## src/hw/rtl/assert_macros.svh

```systemverilog
// assertion macros shared by the rtl
`ifndef ASSERT_MACROS_SVH
`define ASSERT_MACROS_SVH

// same-cycle implication, checked outside reset
`define ASSERT_IMPLIES(lbl, ante, cons, msg) \
  lbl: assert property (@(posedge clk) disable iff (!rst_n) (ante) |-> (cons)) \
    else $error(msg);

// next-cycle implication, checked outside reset
`define ASSERT_NEXT(lbl, ante, cons, msg) \
  lbl: assert property (@(posedge clk) disable iff (!rst_n) (ante) |=> (cons)) \
    else $error(msg);

`endif

```

## src/hw/rtl/qes_pkg.sv

```systemverilog
// types, constants and step functions of the quadratic solver
package qes_pkg;

  localparam int CW     = 16;
  localparam int FB     = 16;
  localparam int SQ_W   = 33;
  localparam int RAD_W  = 2 * SQ_W;
  localparam int REM_W  = SQ_W + 4;
  localparam int BASE_W = CW + FB + 1;
  localparam int DEN_W  = CW + 1;
  localparam int NUM_W  = BASE_W + 2;
  localparam int ROOT_W = 33;
  localparam int D_W    = 2 * CW + 2;

  typedef enum logic [2:0] {
    CLS_QUAD_NONE = 3'd0,
    CLS_QUAD_ONE  = 3'd1,
    CLS_QUAD_TWO  = 3'd2,
    CLS_LIN_NONE  = 3'd3,
    CLS_LIN_ONE   = 3'd4,
    CLS_LIN_INF   = 3'd5
  } root_class_t;

  typedef struct packed {
    root_class_t              cls;
    logic signed [BASE_W-1:0] base;
    logic                     den_neg;
    logic [DEN_W-1:0]         den_mag;
  } ctl_t;

  typedef struct packed {
    ctl_t             ctl;
    logic [RAD_W-1:0] op;
    logic [REM_W-1:0] rem;
    logic [SQ_W-1:0]  root;
  } sq_data_t;

  typedef struct packed {
    logic [NUM_W-1:0] nq;
    logic [DEN_W-1:0] rem;
    logic             neg;
  } div_lane_t;

  typedef struct packed {
    root_class_t      cls;
    logic [DEN_W-1:0] den_mag;
    div_lane_t        lo;
    div_lane_t        hi;
  } div_data_t;

  function automatic sq_data_t sq_step(input sq_data_t d);
    logic [REM_W-1:0] sh;
    logic [REM_W-1:0] trial;
    logic             ge;
    sq_data_t         r;
    sh    = {d.rem[REM_W-3:0], d.op[RAD_W-1 -: 2]};
    trial = {{(REM_W-SQ_W-2){1'b0}}, d.root, 2'b01};
    ge    = (sh >= trial);
    r      = d;
    r.rem  = ge ? (sh - trial) : sh;
    r.root = {d.root[SQ_W-2:0], ge};
    r.op   = {d.op[RAD_W-3:0], 2'b00};
    return r;
  endfunction

  function automatic div_lane_t div_step(input div_lane_t l, input logic [DEN_W-1:0] m);
    logic [DEN_W:0] sh;
    logic [DEN_W:0] diff;
    logic           ge;
    div_lane_t      r;
    sh   = {l.rem, l.nq[NUM_W-1]};
    diff = sh - {1'b0, m};
    ge   = (sh >= {1'b0, m});
    r     = l;
    r.rem = ge ? diff[DEN_W-1:0] : sh[DEN_W-1:0];
    r.nq  = {l.nq[NUM_W-2:0], ge};
    return r;
  endfunction

endpackage

```

## src/hw/rtl/qes_front.sv

```systemverilog
// front cells: products, discriminant, class and divider operands
module qes_front (
  input  logic                clk,
  input  logic                rst_n,
  input  logic                en,
  input  logic                in_valid,
  input  logic [qes_pkg::CW-1:0] coef_square,
  input  logic [qes_pkg::CW-1:0] coef_linear,
  input  logic [qes_pkg::CW-1:0] coef_constant,
  output logic                out_valid,
  output qes_pkg::sq_data_t   out_data
);
  import qes_pkg::*;

  logic                     va_r;
  logic [CW-1:0]            a_r, b_r, c_r;
  logic signed [2*CW-1:0]   bb_r, ac_r;
  logic signed [2*CW-1:0]   bb_nxt, ac_nxt;
  logic                     vb_r;
  sq_data_t                 data_r, data_nxt;
  logic signed [D_W-1:0]    disc;
  root_class_t              cls;
  logic [DEN_W-1:0]         den, neg_src;
  logic [SQ_W-1:0]          rad;

  assign bb_nxt = $signed(coef_linear) * $signed(coef_linear);
  assign ac_nxt = $signed(coef_square) * $signed(coef_constant);

  always_ff @(posedge clk) begin
    if (!rst_n) begin
      va_r <= 1'b0;
      vb_r <= 1'b0;
    end else if (en) begin
      va_r <= in_valid;
      vb_r <= va_r;
    end
  end

  always_ff @(posedge clk) begin
    if (en) begin
      a_r    <= coef_square;
      b_r    <= coef_linear;
      c_r    <= coef_constant;
      bb_r   <= bb_nxt;
      ac_r   <= ac_nxt;
      data_r <= data_nxt;
    end
  end

  assign disc = {{2{bb_r[2*CW-1]}}, bb_r} - {ac_r, 2'b00};

  always_comb begin
    if (a_r == '0) begin
      if (b_r == '0) cls = (c_r == '0) ? CLS_LIN_INF : CLS_LIN_NONE;
      else           cls = CLS_LIN_ONE;
    end else if (disc[D_W-1]) begin
      cls = CLS_QUAD_NONE;
    end else if (disc == '0) begin
      cls = CLS_QUAD_ONE;
    end else begin
      cls = CLS_QUAD_TWO;
    end
  end

  always_comb begin
    neg_src = (a_r == '0) ? {c_r[CW-1], c_r} : {b_r[CW-1], b_r};
    den     = (a_r == '0) ? {b_r[CW-1], b_r} : {a_r, 1'b0};
    rad     = (cls == CLS_QUAD_TWO) ? disc[SQ_W-1:0] : '0;
    data_nxt              = '0;
    data_nxt.ctl.cls      = cls;
    data_nxt.ctl.base     = {DEN_W'(-neg_src), {FB{1'b0}}};
    data_nxt.ctl.den_neg  = den[DEN_W-1];
    data_nxt.ctl.den_mag  = den[DEN_W-1] ? DEN_W'(-den) : den;
    data_nxt.op           = {1'b0, rad, {(2*FB){1'b0}}};
  end

  assign out_valid = vb_r;
  assign out_data  = data_r;
endmodule

```

## config.mk

```make
export PLATFORM = sky130hd
export DESIGN_NAME = qes_front
export DESIGN_NICKNAME = d
export VERILOG_FILES = /design/src/hw/rtl/assert_macros.svh /design/src/hw/rtl/qes_pkg.sv /design/src/hw/rtl/qes_front.sv
export SDC_FILE = /design/constraint.sdc
export NUM_CORES = 2
export LEC_CHECK = 0
export BUFFER_PORTS_ARGS = -buffer_cell sky130_fd_sc_hd__buf_2
export CAP_MARGIN = 20
export CORE_UTILIZATION = 43
export DETAILED_ROUTE_END_ITERATION = 12
export PLACE_DENSITY = 0.7
export SYNTH_ARGS = -nofsm -noshare
export SYNTH_HDL_FRONTEND = slang
export SYNTH_SLANG_ARGS = --single-unit
```

## constraint.sdc

```tcl
create_clock -name clk -period 6.4 [get_ports clk]
set_input_delay 0.64 -clock clk [delete_from_list [all_inputs] [get_ports clk]]
set_output_delay 0.64 -clock clk [all_outputs]
set_load 0.005 [all_outputs]
```

==> metrics.txt <==
DR pass1 iterations 5; number of distinct library cells after synthesis 67; final RePlAce weighted congestion 0.925; CTS tree done; vias 19928; clk sinks 182; Clock Pin Slew Worst Setup and Hold Paths 0.08 ns; flops & latches, synth 182; I/O Buffers 122; status completed; worst-case clock buffer depth 2; post-DR vias/cell 4.93; die area 67200 sq um; relative slew slack 33.9%; skew final 0.0184 ns; Post-Syn Area per Cell 9.77 sq um; RSZ-0062 raised after global routing no; Die X 259 um; fillers 6003; Final Setup Violations 0; Die Y-Extent 259 um; CP required 6.61 ns; Syn-to-layout area delta 11.0%; TritonCTS Buffers 17; crit end category flip-flop; final worst setup slack 0.321 ns; fin crit share 95.0%; WP data arrival 6.29 ns; Least-Margin Pin Slew 0.992 ns; area of the multi-input gates 19800 sq um; Routed Wire Length 63400 um; share of layout cells above drive strength 1 11.6%; EDFF count, synth 180; pre-CTS setup slack -0.254 ns; worst skew pair latency 0.46 ns; register area 5450 sq um; Core Rows 93; Async SR Flop Fraction 0%; Max Fclk 164 MHz; WS Path Type in -> reg; final hold slack 0.405 ns; Mapped Cells 2911; first-pass GRT wire length 106000 um; Inst Count DP 4009; main area contributors after synthesis fa_1 (35%), edfxtp_1 (19%), ha_1 (8.9%); Seq/Total Area, Yosys 19.1%; Detailed Place HPWL 54600 um; n_diodes 0; Hold-fix buffers, CTS 0; antenna violations before repair 0; detailed-route wire length per cell 15.7 um; Final Critical Period 6.08 ns; CP Max Fanout 9; DRC 0; Synth top area share 35.1%; Sum Neg Setup Slack 0 ns; post-route insts no fill 4041; top_reg_cell synth edfxtp_1; largest net degree at the start of global routing 78; # Max-Cap Violations 0; Slew Viols, Final 0; num ports 243; core area 64900 sq um; Global Route Usage Sum 20.0%; Initial Util 43.8%; Routed Antenna Nets 0; Hold WC Path Type in -> reg; Post-Syn Area 28400 sq um; vias in the first global route 21066; Nets 3926; final-report hold violation count 0; Yosys top cell by area fa_1; CP Launch Type input pin; yosys warns 0; H-tree levels 4; grt total ovfl 0; Root Buffer clkbuf_16; 1st-iter DRT viols 1202
## layer usage
metal	wire (um)	track usage, %	vias to the layer above
met1	27300	26.8	10020
met3	2760	2.28	76
li1	-	-	9323
met4	1350	4.40	0
met2	32000	34.7	509
met5	0	0	-
## layout by cell type, fill, tap and decap left out, drive strengths merged, types with 19 or more instances in the layout
cell,n
nor2b,24
o21ai,55
and2,173
ha,202
inv,677
conb,120
xnor2,90
a21oi,96
nor2,128
fa,499
nand2b,19
edfxtp,180
nand2,249
a21o,41
nand3,19
mux2i,20
nor3,38
buf,315
xor2,44
## final timing paths
path / from / endpoint / slack (ns) / cells after the start
hold / removal: rst_n / va_r$_SDFFE_PN0P_ / 0.40 / 2
hold reg to reg: va_r$_SDFFE_PN0P_ / va_r$_SDFFE_PN0P_ / 0.53 / 2
setup reg to reg: bb_r[2]$_DFFE_PP_ / out_data[188]$_DFFE_PP_ / 2.63 / 12
setup / recovery: coef_constant[2] / ac_r[30]$_DFFE_PP_ / 0.32 / 22
## critical path, stage by stage
cell and delay [ns]:
buf_2 0.18, and2_1 0.20, fa_1 0.53, inv_1 0.05, fa_1 0.50, fa_1 0.53
inv_1 0.06, fa_1 0.51, fa_1 0.49, inv_1 0.05, fa_1 0.48, inv_1 0.05
ha_1 0.28, and3_1 0.21, and3_1 0.22, nand4_1 0.15, a211oi_2 0.29, a211oi_1 0.08
buf_4 0.15, o31ai_1 0.38, o41ai_2 0.11, xnor2_1 0.14
## kinds of logic (layout without fill, tap and decap cells)
logic type	count (synthesis)	in the layout	synth area share, %
flops	182	182	19.1
mux	20	20	0.704
other cells	1	120	0.0132
xor+xnor	134	134	4.13
simple gates	721	721	12.5
compound gates	292	292	6.55
buf+inv	860	1016	12.9
fa+ha+maj	701	701	44.0
## per-stage QoR
step                utilization [%]  area [sq um]
floorplan                         -         28900
global placement               47.5         30900
detailed placement             47.6         30900
CTS                            48.6         31500
global route                   48.6         31600
finish                         48.6         31600
## cell type report
cell class	instances	share of cell area [%]
repair buffers	315	6.61
clock inverters	15	0.682
flip-flops and latches	182	17.3
multi-input cells	1988	62.8
clock buffers	17	1.35
well taps	855	3.39
inverters	669	7.96
## cell usage after synthesis, types with 23 or more instances
master / n
xnor2_1: 90
nor2b_1: 23
nor2_1: 128
xor2_1: 44
o21ai_0: 53
a21oi_1: 96
clkbuf_1: 67
fa_1: 499
ha_1: 202
inv_1: 668
nor3_1: 38
edfxtp_1: 180
a21o_1: 41
nand2_1: 249
buf_4: 120
and2_1: 173
## flip-flops by register name, summed over array words and instances (netlist names)
name,cells
ac_r,32
bb_r,30
va_r,1
a_r,16
out_valid,1
out_data,70
b_r,16
c_r,16
## timing repair
| item | CTS | global route |
|---|---|---|
| gates resized for setup | 0 | 7 |
| buffers inserted | 0 | 0 |
| endpoints found under the setup margin | 0 | 7 |
Power is left out: the tool's default activity adds up to more than one toggle a clock period on the data nets, which glitch-free logic cannot reach.
