`src/hw/rtl/assert_macros.svh`:
```
// assertion macros shared by the rtl
`ifndef ASSERT_MACROS_SVH
`define ASSERT_MACROS_SVH

// same-cycle implication, checked outside reset
`define ASSERT_IMPLIES(lbl, ante, cons, msg) \
  lbl: assert property (@(posedge clk) disable iff (!rst_n) (ante) |-> (cons)) \
    else $error(msg);

// next-cycle implication, checked outside reset
`define ASSERT_NEXT(lbl, ante, cons, msg) \
  lbl: assert property (@(posedge clk) disable iff (!rst_n) (ante) |=> (cons)) \
    else $error(msg);

`endif

```
`src/hw/rtl/qes_pkg.sv`:
```
// types, constants and step functions of the quadratic solver
package qes_pkg;

  localparam int CW     = 16;
  localparam int FB     = 16;
  localparam int SQ_W   = 33;
  localparam int RAD_W  = 2 * SQ_W;
  localparam int REM_W  = SQ_W + 4;
  localparam int BASE_W = CW + FB + 1;
  localparam int DEN_W  = CW + 1;
  localparam int NUM_W  = BASE_W + 2;
  localparam int ROOT_W = 33;
  localparam int D_W    = 2 * CW + 2;

  typedef enum logic [2:0] {
    CLS_QUAD_NONE = 3'd0,
    CLS_QUAD_ONE  = 3'd1,
    CLS_QUAD_TWO  = 3'd2,
    CLS_LIN_NONE  = 3'd3,
    CLS_LIN_ONE   = 3'd4,
    CLS_LIN_INF   = 3'd5
  } root_class_t;

  typedef struct packed {
    root_class_t              cls;
    logic signed [BASE_W-1:0] base;
    logic                     den_neg;
    logic [DEN_W-1:0]         den_mag;
  } ctl_t;

  typedef struct packed {
    ctl_t             ctl;
    logic [RAD_W-1:0] op;
    logic [REM_W-1:0] rem;
    logic [SQ_W-1:0]  root;
  } sq_data_t;

  typedef struct packed {
    logic [NUM_W-1:0] nq;
    logic [DEN_W-1:0] rem;
    logic             neg;
  } div_lane_t;

  typedef struct packed {
    root_class_t      cls;
    logic [DEN_W-1:0] den_mag;
    div_lane_t        lo;
    div_lane_t        hi;
  } div_data_t;

  function automatic sq_data_t sq_step(input sq_data_t d);
    logic [REM_W-1:0] sh;
    logic [REM_W-1:0] trial;
    logic             ge;
    sq_data_t         r;
    sh    = {d.rem[REM_W-3:0], d.op[RAD_W-1 -: 2]};
    trial = {{(REM_W-SQ_W-2){1'b0}}, d.root, 2'b01};
    ge    = (sh >= trial);
    r      = d;
    r.rem  = ge ? (sh - trial) : sh;
    r.root = {d.root[SQ_W-2:0], ge};
    r.op   = {d.op[RAD_W-3:0], 2'b00};
    return r;
  endfunction

  function automatic div_lane_t div_step(input div_lane_t l, input logic [DEN_W-1:0] m);
    logic [DEN_W:0] sh;
    logic [DEN_W:0] diff;
    logic           ge;
    div_lane_t      r;
    sh   = {l.rem, l.nq[NUM_W-1]};
    diff = sh - {1'b0, m};
    ge   = (sh >= {1'b0, m});
    r     = l;
    r.rem = ge ? diff[DEN_W-1:0] : sh[DEN_W-1:0];
    r.nq  = {l.nq[NUM_W-2:0], ge};
    return r;
  endfunction

endpackage

```
`src/hw/rtl/qes_div_cell.sv`:
```
// one cell of the divider chain, one quotient bit per cell for both roots
module qes_div_cell (
  input  logic               clk,
  input  logic               rst_n,
  input  logic               en,
  input  logic               in_valid,
  input  qes_pkg::div_data_t in_data,
  output logic               out_valid,
  output qes_pkg::div_data_t out_data
);
  import qes_pkg::*;

  logic      valid_r;
  div_data_t data_r, data_nxt;

  always_comb begin
    data_nxt    = in_data;
    data_nxt.lo = div_step(in_data.lo, in_data.den_mag);
    data_nxt.hi = div_step(in_data.hi, in_data.den_mag);
  end

  always_ff @(posedge clk) begin
    if (!rst_n)  valid_r <= 1'b0;
    else if (en) valid_r <= in_valid;
  end

  always_ff @(posedge clk) begin
    if (en) data_r <= data_nxt;
  end

  assign out_valid = valid_r;
  assign out_data  = data_r;
endmodule

```
`config.mk`:
```
export PLATFORM = sky130hd
export DESIGN_NAME = qes_div_cell
export DESIGN_NICKNAME = d
export VERILOG_FILES = /design/src/hw/rtl/assert_macros.svh /design/src/hw/rtl/qes_pkg.sv /design/src/hw/rtl/qes_div_cell.sv
export SDC_FILE = /design/constraint.sdc
export NUM_CORES = 1
export LEC_CHECK = 0
export BUFFER_PORTS_ARGS = -buffer_cell sky130_fd_sc_hd__buf_2
export CAP_MARGIN = 20
export CORE_AREA = 2 2 116 118
export DETAILED_ROUTE_END_ITERATION = 8
export DIE_AREA = 0 0 118 120
export PLACE_DENSITY = 0.9
export SLEW_MARGIN = 20
export SYNTH_ARGS = -nofsm -noshare
export SYNTH_HDL_FRONTEND = slang
export SYNTH_SLANG_ARGS = --single-unit
```
`constraint.sdc`:
```
create_clock -name clk -period 3.9 [get_ports clk]
set_input_delay 0.975 -clock clk [delete_from_list [all_inputs] [get_ports clk]]
set_output_delay 0.975 -clock clk [all_outputs]
set_load 0.01 [all_outputs]
```
==> implementation parameters, run 1 <==
Parameter                              Value

Run status
  Outcome ... finished, final reports clean

Worst setup path
  Worst Setup SP ... in_data[105]
  Crit path launch type ... primary input
  Beginning of the worst register-to-register path ... out_valid
  Maximum fanout along the worst path ... 3
  End of the critical path ... out_data[68]
  Reg-to-Reg End ... out_valid
  R2r worst-path depth ... 2
  Data arrival time of the critical path ... roughly 3300 ps
  Register-to-Register Setup Slack ... between 3000 and 4000 ps
  Worst Path Required ... about 4100 ps
  Start-to-end type of the worst setup path ... primary input to register
  Capturing element type of the critical path ... register

Timing
  Count of final setup violators ... 0
  Final worst-path cycle share ... 0.804
  Headroom to the max-slew limit ... 0.487
  Sum of negative setup slack ... 0 ps
  Top achievable clock speed ... about 0.32 GHz
  Crit path time final ... between 3000 and 4000 ps
  Unrepaired setup endpoints after global routing ... no
  Final clock skew ... 0 ps
  Final critical-path setup slack ... approximately 760 ps
  Number of pins with negative max-slew slack in the final report ... 0
  Final hold viol count ... 0
  Slew of the pin with the lowest slew margin ... between 700 and 800 ps
  Hold Slack ... a little under 600 ps

Drt
  Number of remaining DRC errors ... 0
  Post-detailed-route count of antenna-violating nets ... 0
  First drt pass iteration count ... 5
  DR iter-0 viols ... approximately 420
  DR WL/cell ... approximately 20 um
  Detailed-route wire length ... around 18 mm
  Vias after detailed routing ... 4903
  Number of vias per cell after detailed routing ... 5.42

Floorplanning
  Number of placement rows ... 42
  Effective utilization at floorplan ... 0.470
  Top-level port count ... around 260
  Die width ... 118 um
  Core footprint ... approximately 13000 um2
  Vert. Die Dim ... 120 um
  Die footprint ... 14200 um2

Yosys
  Combinational family with the most area after synthesis ... compound AO/OA/AOI/OAI gates
  Post-synthesis xor/xnor area fraction ... 0.0273
  Synth Area in Adders ... 0.0764
  Netlist area before placement ... around 6100 um2
  Synth async-reset ratio ... 0
  Synthesized-area fraction occupied by ao, oa, aoi and oai cells ... 0.127
  Count of flip-flops with a built-in enable after synthesis ... roughly 130
  Portion of netlist area occupied by mux cells ... 0.0429
  Yosys cell types ... 61
  Basic-gate share of the synthesized area counting and, or, nand and nor cells ... 0.0743
  Post-Syn Area per Cell ... about 14 um2
  Commonest register cell after synthesis ... edfxtp_1
  FF+latch count, synth ... ~130
  Sequential fraction of the synthesis area ... 0.624
  Gate count of the mapped netlist ... about 450
  Net count after synthesis ... 613
  Count of synthesis-stage warnings from yosys ... 0

Global route
  Number of antenna violations at the first check in global routing ... 4
  Total global-route track usage ... 0.253
  Pin count of the biggest net entering global routing ... 64
  Overflow left after global routing ... 0
  Number of global-route vias before repair ... 4736
  Wire length of the first global-routing pass ... around 26 mm

Clock network
  Hold buffers post-CTS ... 0
  Number of sinks driven by the clock tree ... about 130
  Number of buffers inserted to repair setup after CTS ... 0
  Resized Gates After CTS ... 0
  CTS tree ... yes
  Clock network latency to the later pin of the worst-skew pair ... around 410 ps
  Maximum count of clock buffers along a single path ... 2
  CTS buffer count ... 17
  Clock edge transition at the registers on the reported setup and hold paths ... around 60 ps
  Cell at the root of the clock tree ... clkbuf_16
  Number of H-tree levels ... 4

Place
  Area post-placement ... between 7000 and 8000 um2
  Worst Setup Slack post-DPL ... ~430 ps
  Buffers on Ports ... approximately 260
  Routability congestion estimate ... 0.918
  Post-detail-place hpwl ... ~14 mm

Final layout
  Final Net Count ... 882
  Ant diodes ... 0
  Layout cell share with drive strength beyond 1 ... 0.446
  Synth-to-Final Area Change ... 35.0%
  Final core utilization ... 0.634
  Commonest non-fill, non-tap cell in the layout ... buf_2
  Most used cells in the layout excluding fill and tap cells ... buf_2, edfxtp_1, nand2_1, ha_1, a21oi_1
  Post-Layout Inst Area ... a little over 8000 um2
  Fill count ... just under 1000

Worst hold path
  Worst Hold Class ... register to register

Power and ir drop
  Leakage dissipation ... 0.00363 uW
  Power density over the cells ... between 500 and 600 nW/um2
  Peak ir drop on the vdd network ... 235 uV

Flow run
  Max-capacitance violation count ... 0
## metrics by stage
stage	std cells	total power, uW
final	905	4220
after global routing	905	4370
after CTS	905	4240
after detailed placement	873	2470
after global placement	873	2450
after floorplan	447	2150
## critical path: stages
cell and delay, ps:
buf_2 110, inv_1 50, ha_1 160, inv_1 50
fa_1 410, a21oi_1 240, o211ai_1 180, a221oi_1 480
o21ai_0 210, xor2_1 170, mux2_2 280
## flip-flops by register name (all words and copies together), names as in the netlist
signal,cells
out_data,126
out_valid,1
## cells by family after synthesis
kind of cell,after synthesis
AO/OA/AOI/OAI,112
XOR/XNOR,19
adder cells (fa/ha/maj),36
buffers and inverters,38
flip-flops,127
multiplexers,22
AND/OR/NAND/NOR,93
## layout make-up
type	instances	area (um2)	area share
sequential	127	3800	0.462
multi-input combinational	282	2120	0.258
timing repair buffer	261	1320	0.161
clock buffer	18	429	0.0522
clock inverter	14	230	0.0280
tap	176	220	0.0268
inverter	27	101	0.0123
## synthesized netlist by cell type (all sizes together) (3+ instances only)
cell	count	area (um2)
nor3b	3	22.5
inv	27	101
nor2	16	60.1
and2	5	32.5
nand3	13	65.1
o31ai	6	45.0
nor3	3	15.0
a211oi	4	30.0
ha	34	425
o21ai	21	120
and4	4	35.0
a21o	15	113
nor2b	4	25.0
a21oi	26	130
a31oi	3	18.8
o21a	10	75.1
nand2	34	128
mux2	21	251
xnor2	16	140
a2111oi	3	26.3
buf	8	58.8
edfxtp	126	3780
xor2	3	26.3
o211ai	3	27.5
or2	3	18.8
clkbuf	3	11.3
## report_power, final
group / switching, uW / internal (uW)
combinational: 428 / 327
clock: 610 / 1150
sequential: 35.3 / 1670
## worst min path at each step
stage               from   endpoint  slack (ps)  cells past startpoint
2_1_floorplan  out_valid  out_valid         540                      2
3_3_place_gp   out_valid  out_valid         490                      2
3_5_place_dp   out_valid  out_valid         570                      2
4_1_cts        out_valid  out_valid         590                      2
5_1_grt        out_valid  out_valid         640                      2
6_report       out_valid  out_valid         580                      2
## per-layer routing
| metal | global-route usage | wire length [um] |
|---|---|---|
| met1 | 0.292 | 6880 |
| met2 | 0.437 | 9080 |
| met3 | 0.0813 | 1460 |
| met4 | 0.102 | 514 |
| met5 | 0 | 37 |
Note: power is estimated with default switching activity, not from simulation.
==> run 2, diff against run 1 <==
--- a/config.mk
+++ b/config.mk
@@ -5,12 +5,13 @@
 export SDC_FILE = /design/constraint.sdc
 export NUM_CORES = 1
 export LEC_CHECK = 0
+export ABC_AREA = 1
 export BUFFER_PORTS_ARGS = -buffer_cell sky130_fd_sc_hd__buf_2
 export CAP_MARGIN = 20
-export CORE_AREA = 2 2 116 118
+export CORE_AREA = 2 2 119 121
 export DETAILED_ROUTE_END_ITERATION = 8
-export DIE_AREA = 0 0 118 120
-export PLACE_DENSITY = 0.9
+export DIE_AREA = 0 0 121 123
+export PLACE_DENSITY = 0.91
 export SLEW_MARGIN = 20
 export SYNTH_ARGS = -nofsm -noshare
 export SYNTH_HDL_FRONTEND = slang
==> constraint.sdc (replaced) <==
create_clock -name clk -period 3.1 [get_ports clk]
set_input_delay 0.775 -clock clk [delete_from_list [all_inputs] [get_ports clk]]
set_output_delay 0.775 -clock clk [all_outputs]
set_load 0.01 [all_outputs]
==> implementation parameters, run 2 <==
Parameter                              Value

Run status
  Outcome ... finished, final reports clean

Final layout
  Most used cells in the layout excluding fill and tap cells ... buf_2, nand2_1, edfxtp_1
  Fill count ... 1112 (+14%)
  Synth-to-Final Area Change ... 31.0%
  Largest register FFs ... 126 (unchanged)
  Final Net Count ... 1147 (+30%)
  Post-Layout Inst Area ... 8760 um2 (+6.5%)
  Commonest non-fill, non-tap cell in the layout ... buf_2
  Layout cell share with drive strength beyond 1 ... 0.337 (-0.109)

Yosys
  Most frequent cells after synthesis ... nand2_1, edfxtp_1, inv_1, nand3_1, ha_1
  Netlist area before placement ... 6690 um2 (+9.7%)
  Post-synth top area cell ... edfxtp_1
  Most frequently used cell type in the post-synthesis netlist ... nand2_1
  Yosys cell types ... 35 (-43%)
  Sequential fraction of the synthesis area ... 0.569 (-0.0552)
  Gate count of the mapped netlist ... 704 (+57%)
  Net count after synthesis ... 870 (+42%)
  Post-Syn Area per Cell ... 9.50 um2 (-30%)
  Area share of the leading cell type in the synthesized netlist ... 0.566 (-0.0549)
  Commonest register cell after synthesis ... edfxtp_1
  Count of flip-flops with a built-in enable after synthesis ... 126 (unchanged)
  Top cells by area in the synthesized netlist ... edfxtp_1, nand2_1, inv_1
  Synth async-reset ratio ... 0 (unchanged)
  FF+latch count, synth ... 127 (unchanged)
  Count of synthesis-stage warnings from yosys ... 0 (unchanged)

Worst setup path
  Register-to-Register Setup Slack ... 2460 ps (-770 ps)
  Critical-path cell list ... buf_2, inv_1, ha_1, nand2_2, inv_1, nand2_1, nand2_1, inv_2, nand3_2, nand2_2, nand2_4, nand2_1, nand2_1
  Top delay family on crit path ... simple AND/OR/NAND/NOR gates
  Maximum fanout along the worst path ... 18 (+15)
  End of the critical path ... out_data[14]
  Worst Setup SP ... in_data[115]
  Crit path launch type ... primary input
  R2r worst-path depth ... 2 (unchanged)
  Number of cells on the critical path ... 13 (+2)
  Start-to-end type of the worst setup path ... primary input to register
  Capturing element type of the critical path ... register
  Count of buffering cells on the critical path with inverters included ... 4 (+1)
  Max incr delay on CP ... 370 ps (-110 ps)
  Slowest-stage cell, CP ... ha_1
  Reg-to-Reg End ... out_valid
  Beginning of the worst register-to-register path ... out_valid
  Most frequent CP cell ... nand2_1
  Data arrival time of the critical path ... 2470 ps (-830 ps)
  Worst Path Required ... 3260 ps (-810 ps)

Place
  Routability congestion estimate ... 0.954 (+4.0%)
  Buffers on Ports ... 256 (unchanged)
  Post-detail-place hpwl ... 15.0 mm (+11%)
  Area post-placement ... 8220 um2 (+8.7%)

Drt
  Met3 WL post-DR ... 1.66 mm (+13%)
  DR WL/cell ... 16.3 um (-18%)
  First drt pass iteration count ... 4 (-1)
  Post-detailed-route count of antenna-violating nets ... 0 (unchanged)
  DR iter-0 viols ... 345 (-18%)
  Post-Route M1 WL ... 7.13 mm (+3.7%)
  Highest routed metal layer ... met5
  Number of remaining DRC errors ... 0 (unchanged)
  Vias after detailed routing ... 5802 (+18%)
  DR WL met2 ... 10.0 mm (+10%)
  Number of vias per cell after detailed routing ... 4.93 (-8.9%)
  Detailed-route wire length ... 19.2 mm (+6.5%)

Clock network
  Number of buffers inserted to repair setup after CTS ... 0 (unchanged)
  Clock edge transition at the registers on the reported setup and hold paths ... 60 ps (about the same)
  CTS tree ... yes
  Number of sinks driven by the clock tree ... 127 (unchanged)
  Maximum count of clock buffers along a single path ... 2 (unchanged)
  Number of H-tree levels ... 4 (unchanged)
  Clock network latency to the later pin of the worst-skew pair ... 410 ps (about the same)
  CTS buffer count ... 17 (unchanged)
  Hold buffers post-CTS ... 0 (unchanged)
  Cell at the root of the clock tree ... clkbuf_16
  Resized Gates After CTS ... 0 (unchanged)

Floorplanning
  Die footprint ... 14900 um2 (+5.1%)
  Effective utilization at floorplan ... 0.491 (+0.0217)
  Die width ... 121 um (+2.5%)
  Top-level port count ... 257 (unchanged)
  Core footprint ... 13600 um2 (+4.9%)
  Vert. Die Dim ... 123 um (+2.5%)
  Number of placement rows ... 43 (+2.4%)

Power and ir drop
  Share of total power consumed by net switching ... 0.284 (+0.0300)
  Part of the total power dissipated in the clock network ... 0.364 (-0.053)
  Peak ir drop on the vdd network ... 331 uV (+41%)
  Reg power frac ... 0.436 (+0.032)
  Leakage dissipation ... 0.00453 uW (+25%)
  Combinational fraction of design power ... 0.200 (+0.021)
  Power density over the cells ... 559 nW/um2 (+9.1%)
  Switching power total ... 1390 uW (+30%)
  Cell-internal power ... 3510 uW (+12%)
  Final Power ... 4900 uW (+16%)

Global route
  Total global-route track usage ... 0.256 (+0.00298)
  Number of antenna violations at the first check in global routing ... 3 (-1)
  Wire length of the first global-routing pass ... 28.6 mm (+8.1%)
  Overflow left after global routing ... 0 (unchanged)
  Pin count of the biggest net entering global routing ... 41 (-36%)
  Number of global-route vias before repair ... 5564 (+17%)

Worst hold path
  Worst Hold Class ... primary input to register

Timing
  Unrepaired setup endpoints after global routing ... no
  Headroom to the max-slew limit ... 0.712 (+0.225)
  Final clock skew ... 0 ps (unchanged)
  Final worst-path cycle share ... 0.744
  Top achievable clock speed ... roughly 0.43 GHz
  Crit path time final ... ~2300 ps
  Final hold viol count ... 0 (unchanged)
  Sum of negative setup slack ... 0 ps (unchanged)
  Number of pins with negative max-slew slack in the final report ... 0 (unchanged)
  Count of final setup violators ... 0 (unchanged)
  Slew of the pin with the lowest slew margin ... 432 ps (-338 ps)

Flow run
  Max-capacitance violation count ... 0 (unchanged)
run 2: cell types whose count changed in the layout (fill, tap and decap cells not counted), moves of 14 or more:
cell	before	now
mux2_2	17	0
inv_1	25	114
xnor2_1	16	2
nand2_2	0	19
o21ai_0	18	1
nand3_1	13	59
nand2_1	34	250
a21o_1	15	0
run 2: logic make-up (layout without fill, tap and decap cells):
| group | Yosys count | after routing | synth area share |
|---|---|---|---|
| flops | 127 | 127 | 0.569 |
| simple gates | 378 | 378 | 0.248 |
| xor+xnor | 14 | 14 | 0.0183 |
| buf+inv | 126 | 416 | 0.0761 |
| fa+ha+maj | 36 | 36 | 0.0696 |
| other cells | 0 | 2 | 0 |
| compound gates | 23 | 23 | 0.0187 |
run 2: worst reg2reg max path, delay by kind of cell (launching register included):
family	cells	cell delay, ps
flops	1	300
compound gates	2	210
run 2: how the worst min path moves through the flow:
stage / from / slack, ps / cells after the start / end
after floorplan: out_valid / 560 / 2 / out_valid
after global placement: out_valid / 520 / 2 / out_valid
after detailed placement: out_valid / 530 / 2 / out_valid
after CTS: in_data[51] / 520 / 1 / out_data[52]
after global routing: in_data[90] / 510 / 1 / out_data[91]
final: in_data[51] / 530 / 1 / out_data[52]
run 2: stage by stage:
| step | std cells | setup WS, ps | hold slack, ps | util |
|---|---|---|---|---|
| floorplan | 704 | 642 | 555 | - |
| global placement | 1142 | 457 | 519 | 0.604 |
| detailed placement | 1142 | 386 | 528 | 0.604 |
| CTS | 1174 | 819 | 518 | 0.643 |
| global route | 1175 | 660 | 513 | 0.643 |
| finish | 1176 | 795 | 528 | 0.644 |
run 2: power groups by stage:
stage,registers (uW),clock network [uW],logic [uW]
floorplan,2260,0,461
global placement,2160,0,951
detailed placement,2170,0,974
CTS,2140,1810,981
global route,2150,1890,1090
finish,2140,1780,982
run 2: layout make-up:
cell class                 count  area (um2)  share of cell area
timing repair buffer         264        1370               0.156
antenna                        2        5.00            0.000571
sequential                   127        3800               0.434
inverter                     120         450              0.0514
clock inverter                12        86.3             0.00985
multi-input combinational    451        2370               0.271
clock buffer                  20         447              0.0510
tap                          180         225              0.0257
run 2: metal layers:
layer  global-route usage  vias to the layer above
li1                     -                     2835
met1                0.284                     2715
met2                0.469                      229
met3               0.0793                       21
met4               0.0792                        2
met5                    0                        -
