===== src/hw/rtl/assert_macros.svh =====
// assertion macros shared by the rtl
`ifndef ASSERT_MACROS_SVH
`define ASSERT_MACROS_SVH

// same-cycle implication, checked outside reset
`define ASSERT_IMPLIES(lbl, ante, cons, msg) \
  lbl: assert property (@(posedge clk) disable iff (!rst_n) (ante) |-> (cons)) \
    else $error(msg);

// next-cycle implication, checked outside reset
`define ASSERT_NEXT(lbl, ante, cons, msg) \
  lbl: assert property (@(posedge clk) disable iff (!rst_n) (ante) |=> (cons)) \
    else $error(msg);

`endif


===== src/hw/rtl/qes_pkg.sv =====
// types, constants and step functions of the quadratic solver
package qes_pkg;

  localparam int CW     = 16;
  localparam int FB     = 16;
  localparam int SQ_W   = 33;
  localparam int RAD_W  = 2 * SQ_W;
  localparam int REM_W  = SQ_W + 4;
  localparam int BASE_W = CW + FB + 1;
  localparam int DEN_W  = CW + 1;
  localparam int NUM_W  = BASE_W + 2;
  localparam int ROOT_W = 33;
  localparam int D_W    = 2 * CW + 2;

  typedef enum logic [2:0] {
    CLS_QUAD_NONE = 3'd0,
    CLS_QUAD_ONE  = 3'd1,
    CLS_QUAD_TWO  = 3'd2,
    CLS_LIN_NONE  = 3'd3,
    CLS_LIN_ONE   = 3'd4,
    CLS_LIN_INF   = 3'd5
  } root_class_t;

  typedef struct packed {
    root_class_t              cls;
    logic signed [BASE_W-1:0] base;
    logic                     den_neg;
    logic [DEN_W-1:0]         den_mag;
  } ctl_t;

  typedef struct packed {
    ctl_t             ctl;
    logic [RAD_W-1:0] op;
    logic [REM_W-1:0] rem;
    logic [SQ_W-1:0]  root;
  } sq_data_t;

  typedef struct packed {
    logic [NUM_W-1:0] nq;
    logic [DEN_W-1:0] rem;
    logic             neg;
  } div_lane_t;

  typedef struct packed {
    root_class_t      cls;
    logic [DEN_W-1:0] den_mag;
    div_lane_t        lo;
    div_lane_t        hi;
  } div_data_t;

  function automatic sq_data_t sq_step(input sq_data_t d);
    logic [REM_W-1:0] sh;
    logic [REM_W-1:0] trial;
    logic             ge;
    sq_data_t         r;
    sh    = {d.rem[REM_W-3:0], d.op[RAD_W-1 -: 2]};
    trial = {{(REM_W-SQ_W-2){1'b0}}, d.root, 2'b01};
    ge    = (sh >= trial);
    r      = d;
    r.rem  = ge ? (sh - trial) : sh;
    r.root = {d.root[SQ_W-2:0], ge};
    r.op   = {d.op[RAD_W-3:0], 2'b00};
    return r;
  endfunction

  function automatic div_lane_t div_step(input div_lane_t l, input logic [DEN_W-1:0] m);
    logic [DEN_W:0] sh;
    logic [DEN_W:0] diff;
    logic           ge;
    div_lane_t      r;
    sh   = {l.rem, l.nq[NUM_W-1]};
    diff = sh - {1'b0, m};
    ge   = (sh >= {1'b0, m});
    r     = l;
    r.rem = ge ? diff[DEN_W-1:0] : sh[DEN_W-1:0];
    r.nq  = {l.nq[NUM_W-2:0], ge};
    return r;
  endfunction

endpackage


===== src/hw/rtl/qes_sqrt_cell.sv =====
// one cell of the square root chain, one root bit per cell
module qes_sqrt_cell (
  input  logic              clk,
  input  logic              rst_n,
  input  logic              en,
  input  logic              in_valid,
  input  qes_pkg::sq_data_t in_data,
  output logic              out_valid,
  output qes_pkg::sq_data_t out_data
);
  import qes_pkg::*;

  logic     valid_r;
  sq_data_t data_r;

  always_ff @(posedge clk) begin
    if (!rst_n)  valid_r <= 1'b0;
    else if (en) valid_r <= in_valid;
  end

  always_ff @(posedge clk) begin
    if (en) data_r <= sq_step(in_data);
  end

  assign out_valid = valid_r;
  assign out_data  = data_r;
endmodule


===== config.mk =====
export PLATFORM = sky130hd
export DESIGN_NAME = qes_sqrt_cell
export DESIGN_NICKNAME = d
export VERILOG_FILES = /design/src/hw/rtl/assert_macros.svh /design/src/hw/rtl/qes_pkg.sv /design/src/hw/rtl/qes_sqrt_cell.sv
export SDC_FILE = /design/constraint.sdc
export NUM_CORES = 1
export LEC_CHECK = 0
export BUFFER_PORTS_ARGS = -buffer_cell sky130_fd_sc_hd__buf_2
export CAP_MARGIN = 20
export CELL_PAD_IN_SITES_DETAIL_PLACEMENT = 1
export CELL_PAD_IN_SITES_GLOBAL_PLACEMENT = 2
export CORE_MARGIN = 1
export CORE_UTILIZATION = 32
export CTS_CLUSTER_DIAMETER = 50
export CTS_CLUSTER_SIZE = 30
export DETAILED_ROUTE_END_ITERATION = 12
export MAX_ROUTING_LAYER = met4
export PLACE_DENSITY_LB_ADDON = 0.25
export SETUP_SLACK_MARGIN = 0.1
export SYNTH_ARGS = -nofsm -noshare
export SYNTH_HDL_FRONTEND = slang
export SYNTH_SLANG_ARGS = --single-unit
export TNS_END_PERCENT = 1

===== constraint.sdc =====
create_clock -name clk -period 5.6 [get_ports clk]
set_input_delay 0.84 -clock clk [delete_from_list [all_inputs] [get_ports clk]]
set_output_delay 0.84 -clock clk [all_outputs]
set_load 0.01 [all_outputs]

==> impl_summary.md, run 1 <==
Finish
The final instance area is 11100 µm². In the final layout, flip-flops and latches occupy 5665 µm². The top cell types in the final layout, fill and taps aside, are buf_2, edfxtp_1, a21oi_1, inv_1, nor2_1. In the final layout, the multi-input gates occupy 2293 µm². The most frequent standard cell in the layout excluding fill and tap cells is buf_2.

Relative to the synthesized area, the layout overhead comes to 34.50%. The fraction of layout cells with a size suffix above 1 is 0.4392. The total number of nets in the final design is between 1000 and 1500. The number of fillers in the final layout is 2825. The filler-free cell count of the finished design is ~1300.

Power
The cell leakage power is roughly 0.0049 µW. Summed over all nets, the switching power comes to 1027 µW. The share of total power dissipated in the clock network is 0.339.

The worst voltage drop across the vdd grid is 0.0001431 V. The sequential power share is 0.482. The switching portion of total power is 0.2836. Power spread over the standard cell area amounts to roughly 330 nW/µm². The design internal power is 2595 µW. The fraction of power consumed by combinational cells is 0.179.

Die
The die width is 162.6 µm. The floorplan has 58 rows. Measured along the y axis, the die boundary spans 162.6 µm. The core area is about 25000 µm². 385 I/O pins were placed. The die area is between 20000 and 30000 µm². The initial utilization of the core area, before any placement, comes to 0.3267.

STA
The maximum clock frequency is 275.9 MHz. The worst clock skew is 0 ns. Setup violations remaining at the end of the flow were counted as 0.

Headroom to the max-slew limit came out at 0.5241. The final number of hold-violating endpoints came to 0. The final max-slew violation count was 0.

After routing, the total negative slack on setup checks comes to 0 ns. The transition time at the pin with the least slew margin is about 0.7 ns. The tightest hold path in the finished design has a slack of about 0.54 ns. The post-layout worst setup margin is around 2.0 ns.

Setup repair after global routing left no endpoint under its margin. The ratio of final minimum period to clock period is 0.6472. Counting I/O delays and the setup requirement, the final critical path takes between 3 and 4 ns.

Logic synthesis
The Yosys step of the flow raised 0 warnings. In this run the mean area of a mapped cell was 14.10 µm². The sequential share of the synthesized area is 0.6867. The share of synthesized area in the top cell type comes to 0.6843. The synthesized area is 8250 µm². The netlist uses 50 different library cells.

By area the synthesized netlist is led by edfxtp_1, ha_1, a21oi_1. Counting flops and latches in the post-synthesis netlist gives about 190. The biggest area contributor in the post-synthesis netlist is edfxtp_1. The prevailing post-synth register cell is edfxtp_1. The async set-reset flop share out of synthesis is 0. The number of synthesized flops with an enable pin is around 190. Synthesis produced a netlist whose cell count is slightly below 600.

Worst setup path
On the worst path, the slowest cell contributes a delay of approximately 0.43 ns. The worst-path maximum fanout is 29. The arrival time at the worst endpoint is roughly 3.8 ns. The endpoint identified for the worst register-to-register timing path is out_valid$_SDFFE_PN0P_. The start of the worst register-to-register path is out_valid$_SDFFE_PN0P_. On the critical path, the stage with the largest delay is an instance of ha_1. By startpoint and endpoint, the worst setup path is classified as input pin to flop. The worst register-to-register path has a setup slack of 4.98 ns. The worst setup path is captured at a flop. The element type at the critical path start is an input pin. Counting cells, the worst reg-to-reg path comes to 2. The count of buffering cells on the critical path with inverters included is 3. The critical path goes through buf_2, inv_1, ha_1, nand3_1, nor3_1, o211ai_1, o21ai_2, a21bo_1, a31o_2, buf_4, mux2_4. In this design, the largest share of critical-path delay is due to compound AO/OA/AOI/OAI gates. The worst path required time is 5.78 ns.

Placement
Once placement completed, the tool counted placed cells totaling between 1000 and 1500. The congestion estimate from routability-driven global placement came to 0.8619. At the placement stage, the worst setup path has a slack of 1.437 ns. The area after detailed placement is around 10000 µm². During placement, the flow inserted port buffers numbering 380. Summed over all nets, the half-perimeter wirelength after detailed placement is roughly 20000 µm.

CTS
Post-CTS repair changed the size of 0 cells. The root buffer cell chosen for the clock tree is clkbuf_16. The number of post-CTS setup repair buffers is 0. In this run, CTS created clock tree buffers numbering 17. Counting along the longest clock path gives a buffer depth of 2. In this run the number of H-tree levels came out at 4. TritonCTS built the clock tree. The number of hold buffers added after CTS was 0. The number of sinks handled by clock tree synthesis is between 150 and 200. The latest clock arrival within the worst-skew pair is roughly 0.43 ns. The clock-pin slew reported for the worst setup and hold paths after clock tree synthesis is 0.08 ns.

Hold path
The worst min-delay path startpoint is out_valid$_SDFFE_PN0P_. The number of cells on the worst hold path is 2. The terminating pin of the worst hold path is out_valid$_SDFFE_PN0P_. The worst hold-check path type is flop to flop.

Route
The total number of vias is just over 6000. After detailed routing, the number of vias per cell comes to between 4 and 5. The final routed wirelength across all metal layers is ~26000 µm. The remaining antenna violation count after routing is 0.

The number of iterations in the first detailed-routing pass is 4. In the routed design, unresolved DRC markers number 0. The average wire per standard cell is 19.53 µm. The number of DRC violations after detailed-routing iteration 0 is roughly 310.

Global routing
The first-pass GRT wire length is 37410 µm. Entering global routing, the biggest net connects 120 pins. Global routing finished with a remaining overflow of 0. The number of antenna violations at the first check in global routing is 6. The via count of the first global-routing pass was around 6200. The all-layer global routing usage is 0.1968.

Status
The flow ran to the end, and the final reports show no timing, DRC or antenna violations.

Job
The reported max-cap violation count is 0.
## power by group through the flow
stage | logic [µW] | registers [µW] | clock network [µW]
5_1_grt | 710 | 1760 | 1310
4_1_cts | 659 | 1750 | 1270
6_report | 648 | 1750 | 1230
3_5_place_dp | 656 | 1780 | 0
2_1_floorplan | 261 | 1860 | 0
3_3_place_gp | 649 | 1770 | 0
## registers in the layout, summed over array words and instances, names as in the netlist
| signal | count |
|---|---|
| out_data | 188 |
| out_valid | 1 |
## synthesized netlist by cell type, drive strengths merged (3+ instances only)
cell type and number:
o21ai 24, nand3 9, nor2b 7, nor4 3
nor2 37, xor2 9, a21oi 59, xnor2 25
o21bai 3, a211oi 8, a21o 18, inv 46
o211ai 5, o21a 9, mux2 10, nand2 23
edfxtp 188, clkbuf 14, nor3 9, nand4 8
and3 3, buf 8, ha 35
## layer usage
metal,vias up,global-route usage,wire (µm)
met1,2979,0.2226,10360
met3,31,0.05373,1701
met5,-,-,0
li1,2944,-,-
met4,0,0.06500,572
met2,227,0.3359,13060
## per-stage QoR
stage / utilization / total power [µW]
floorplan: - / 2119
global placement: 0.4154 / 2421
detailed placement: 0.4154 / 2434
CTS: 0.4388 / 3676
global route: 0.4394 / 3782
finish: 0.4394 / 3623
## tightest hold or removal path: cells and delay by family (launching register included)
kind / cells / cell delay (ns)
AND/OR/NAND/NOR: 1 / 0.11
flip-flops: 1 / 0.33
multiplexers: 1 / 0.07
## how the worst max path moves through the flow
stage           startpoint                endpoint  slack (ns)  cells past startpoint
6_report       in_data[14]  out_data[53]$_DFFE_PP_        1.98                     11
5_1_grt        in_data[14]  out_data[68]$_DFFE_PP_        1.62                     12
4_1_cts        in_data[14]  out_data[53]$_DFFE_PP_        1.90                     11
3_5_place_dp   in_data[14]  out_data[58]$_DFFE_PP_        1.44                     11
3_3_place_gp   in_data[14]  out_data[60]$_DFFE_PP_        1.49                     11
2_1_floorplan  in_data[23]  out_data[44]$_DFFE_PP_        2.25                     12
## cells by family (layout without fill, tap and decap cells)
kind of cell,Yosys count,in the layout,share of synthesized area
fa+ha+maj,35,35,0.05308
compound gates,142,142,0.1103
xor+xnor,34,34,0.03609
flops,189,189,0.6867
mux,12,12,0.01926
simple gates,104,104,0.05839
buf+inv,68,461,0.03579
other cells,1,8,0.0004545
## final cells by class
class	instances	share of cell area
Antenna cell	6	0.001353
Tap cell	330	0.03721
Inverter	46	0.01556
Sequential cell	189	0.5105
Multi-Input combinational cell	329	0.2067
Timing Repair Buffer	383	0.1753
Clock inverter	14	0.01466
Clock buffer	18	0.03867
No activity file was read; power rests on OpenSTA's default activity.
==> run 2: changes to the inputs <==
--- a/config.mk
+++ b/config.mk
@@ -10,7 +10,7 @@
 export CELL_PAD_IN_SITES_DETAIL_PLACEMENT = 1
 export CELL_PAD_IN_SITES_GLOBAL_PLACEMENT = 2
 export CORE_MARGIN = 1
-export CORE_UTILIZATION = 32
+export CORE_UTILIZATION = 27
 export CTS_CLUSTER_DIAMETER = 50
 export CTS_CLUSTER_SIZE = 30
 export DETAILED_ROUTE_END_ITERATION = 12
==> constraint.sdc (replaced) <==
create_clock -name clk -period 3.1 [get_ports clk]
set_input_delay 0.465 -clock clk [delete_from_list [all_inputs] [get_ports clk]]
set_output_delay 0.465 -clock clk [all_outputs]
set_load 0.01 [all_outputs]
==> run 2 against run 1 <==
  * Sequential power grew 80%
  * Non-clock buffer count grew 78
  * Design area grew 6.2%
  * Routed wire length grew 5.6%
  * Global-route usage shrank 2.0 points
  * Sequential cell count is the same
  * Worst setup slack lost 1.6 ns
  * Worst hold slack lost 0.35 ns
  * Sequential share of layout area shrank 3.0 points
  * Utilization shrank 4.5 points
  * Register-to-register slack lost 2.5 ns
  * Critical endpoint is now out_data[69]$_DFFE_PP_
  * Highest routed layer unchanged
==> impl_summary.md, run 2 (synthesized netlist as in run 1, its figures left out) <==
CTS
The TritonCTS buffer count is 17 (unchanged). The number of sinks handled by clock tree synthesis was 189 (unchanged). The clock-pin slew reported for the worst setup and hold paths after clock tree synthesis is 0.08 ns (about the same).

The latest clock arrival within the worst-skew pair is 0.43 ns (about the same). The number of post-CTS setup repair buffers was 0 (unchanged). The CTS tree was built (unchanged). The number of gates resized after cts was 0 (unchanged). The deepest level of the CTS H-tree is 4 (unchanged).

The number of buffers inserted by hold repair at cts came to 0 (unchanged). The maximum count of clock buffers along a single path came to 2 (unchanged). The clock root buffer master was clkbuf_16 (unchanged).

Power
The cell leakage power came to 0.005267 µW (was 0.004889 µW). The sum of internal, switching and leakage power is 6658 µW (was 3623 µW). The power density relative to cell area is 564.9 nW/µm² (was 326.4 nW/µm²).

The worst voltage drop across the vdd grid was 0.0003201 V (was 0.0001431 V).

Worst setup path
The arrival time at the worst endpoint is 2.92 ns (was 3.80 ns). The start of the worst register-to-register path is out_valid$_SDFFE_PN0P_ (unchanged). The critical path start-end classification was input pin to flop (unchanged).

The setup slack on the worst flop-to-flop path is 2.51 ns (was 4.98 ns). The worst path required time is 3.28 ns (was 5.78 ns). The depth of the worst register-to-register path came to 2 (unchanged). The worst-path maximum fanout was 3 (was 29). The element type at the critical path start is an input pin (unchanged). The critical register-to-register path endpoint is out_valid$_SDFFE_PN0P_ (unchanged).

The endpoint type of the worst setup path is a flop (unchanged).

Global routing
The first-pass GRT wire length is 39510 µm (was 37410 µm). The number of antenna violations at the first check in global routing was 4 (was 6). The via count of the first global-routing pass is 6666 (was 6235). The residual overflow from global routing is 0 (unchanged). The pin count of the biggest net entering global routing is 57 (was 120). The all-layer global routing usage is 0.1764 (was 0.1968).

Placement
The half-perimeter wire length after placement is 21820 µm (was 20290 µm). The minimum setup slack after placement is -0.1359 ns (was 1.437 ns). The count of input and output buffers is 380 (unchanged). The global placer's final weighted congestion came to 0.8500 (was 0.8619).

Finish
The fraction of layout cells with a size suffix above 1 is 0.4811 (was 0.4392). Most frequent cells in the layout: buf_2, edfxtp_1, buf_4, a21oi_1, inv_1 (was buf_2, edfxtp_1, a21oi_1, inv_1, nor2_1). The total area of multi-input combinational cells came to 2293 µm² (unchanged).

The relative area change from synthesis to final layout is 42.84% (was 34.50%). The number of fillers in the final layout was 3376 (was 2825). The most frequent standard cell in the layout excluding fill and tap cells was buf_2 (unchanged). The total number of nets in the final design was 1273 (was 1195). The total area of sequential cells is 5665 µm² (unchanged). The number of flip-flops in the largest register is 188 (unchanged).

Die
The y dimension of the die was 176.8 µm (was 162.6 µm). The die area is 31260 µm² (was 26430 µm²). The number of cell rows is 63 (was 58). The core area is 29870 µm² (was 25250 µm²). The total I/O pin count is 385 (unchanged). The die width is 176.8 µm (was 162.6 µm). The starting density of the core was 0.2762 (was 0.3267).

Route
The via density per instance is 4.405 (was 4.700). The average wire per standard cell is 18.69 µm (was 19.53 µm). The remaining antenna violation count after routing is 0 (unchanged). The number of iterations in the first detailed-routing pass was 4 (unchanged).

The number of design rule violations left after detail routing is 0 (unchanged). The total number of vias is 6392 (was 6181). The final routed wirelength across all metal layers is 27120 µm (was 25690 µm). The number of DRC violations after detailed-routing iteration 0 is 303 (was 314).

STA
Dividing the final minimum period by the clock period gives 0.8848. The maximum clock frequency is between 300 and 400 MHz. The post-layout worst setup margin is 0.3572 ns (was 1.975 ns). The worst path needs approximately 2.7 ns of the cycle, external delays included.

The final max-slew violation count is 0 (unchanged). The final number of hold-violating endpoints came to 0 (unchanged). The worst max-slew margin expressed relative to the limit is 0.6448 (was 0.5241). The count of final setup violators is 0 (unchanged). The worst clock skew is 0 ns (unchanged). The tightest hold margin was 0.1898 ns (was 0.5435 ns). RSZ-0062 raised after global routing: no (unchanged). The transition time at the pin with the least slew margin is 0.5328 ns (was 0.7139 ns).

Hold path
The terminating pin of the worst hold path was out_data[169]$_DFFE_PP_ (was out_valid$_SDFFE_PN0P_). The worst hold-check path type is input pin to flop (was flop to flop). The worst min-delay path startpoint is in_data[169] (was out_valid$_SDFFE_PN0P_). The number of cells on the worst hold path is 1 (was 2).

Status
Outcome: finished clean (unchanged).

Job
The reported max-cap violation count is 0 (unchanged).
run 2: cell count changes in the layout (fill, tap and decap cells not counted), sizes merged:
cell and change:
buf +78, diode -1, clkinv -3, clkbuf -1, clkinvlp +3
run 2: routing by layer:
layer	vias up	wire length, µm	track usage
met4	0	374	0.05244
li1	3100	-	-
met3	21	1795	0.04790
met1	3057	10810	0.1945
met5	-	0	-
met2	214	14140	0.3090
run 2: layout make-up:
type,count,share of cell area
flip-flops and latches,189,0.4807
repair buffers,461,0.2190
multi-input cells,329,0.1946
well taps,390,0.04141
clock buffers,17,0.03610
inverters,46,0.01465
clock inverters,14,0.01242
diodes,5,0.001062
run 2: power breakdown:
| part | total, µW | switching [µW] | internal (µW) | leakage [µW] |
|---|---|---|---|---|
| Clock | 2200 | 1130 | 1070 | 0.000272 |
| Combinational | 1310 | 705 | 602 | 0.00315 |
| Sequential | 3150 | 54.5 | 3100 | 0.00185 |
| Total | 6660 | 1890 | 4770 | 0.00527 |
run 2: worst max path at each step:
stage / from / end / slack [ns] / cells after the start
finish: in_data[15] / out_data[69]$_DFFE_PP_ / 0.36 / 12
global route: in_data[13] / out_data[69]$_DFFE_PP_ / 0.17 / 12
CTS: in_data[13] / out_data[69]$_DFFE_PP_ / 0.33 / 12
detailed placement: in_data[13] / out_data[69]$_DFFE_PP_ / -0.14 / 12
global placement: in_data[13] / out_data[69]$_DFFE_PP_ / -0.13 / 12
floorplan: in_data[23] / out_data[44]$_DFFE_PP_ / 0.12 / 12
run 2: metrics by stage:
step	setup TNS [ns]	cell area (µm²)	utilization	std cells
2_1_floorplan	0	8254	-	586
3_3_place_gp	-0.4862	11200	0.3749	1415
3_5_place_dp	-0.7199	11200	0.3749	1415
4_1_cts	0	11770	0.3941	1446
5_1_grt	0	11780	0.3944	1450
6_report	0	11790	0.3945	1451
run 2: worst max-delay path: stages:
cell,delay (ns)
buf_2,0.09
inv_1,0.04
ha_1,0.33
a21oi_1,0.20
o21a_1,0.19
o311ai_0,0.16
buf_4,0.18
a2111o_1,0.42
o21ai_1,0.19
o21ai_1,0.14
a2111oi_2,0.40
mux2i_1,0.12
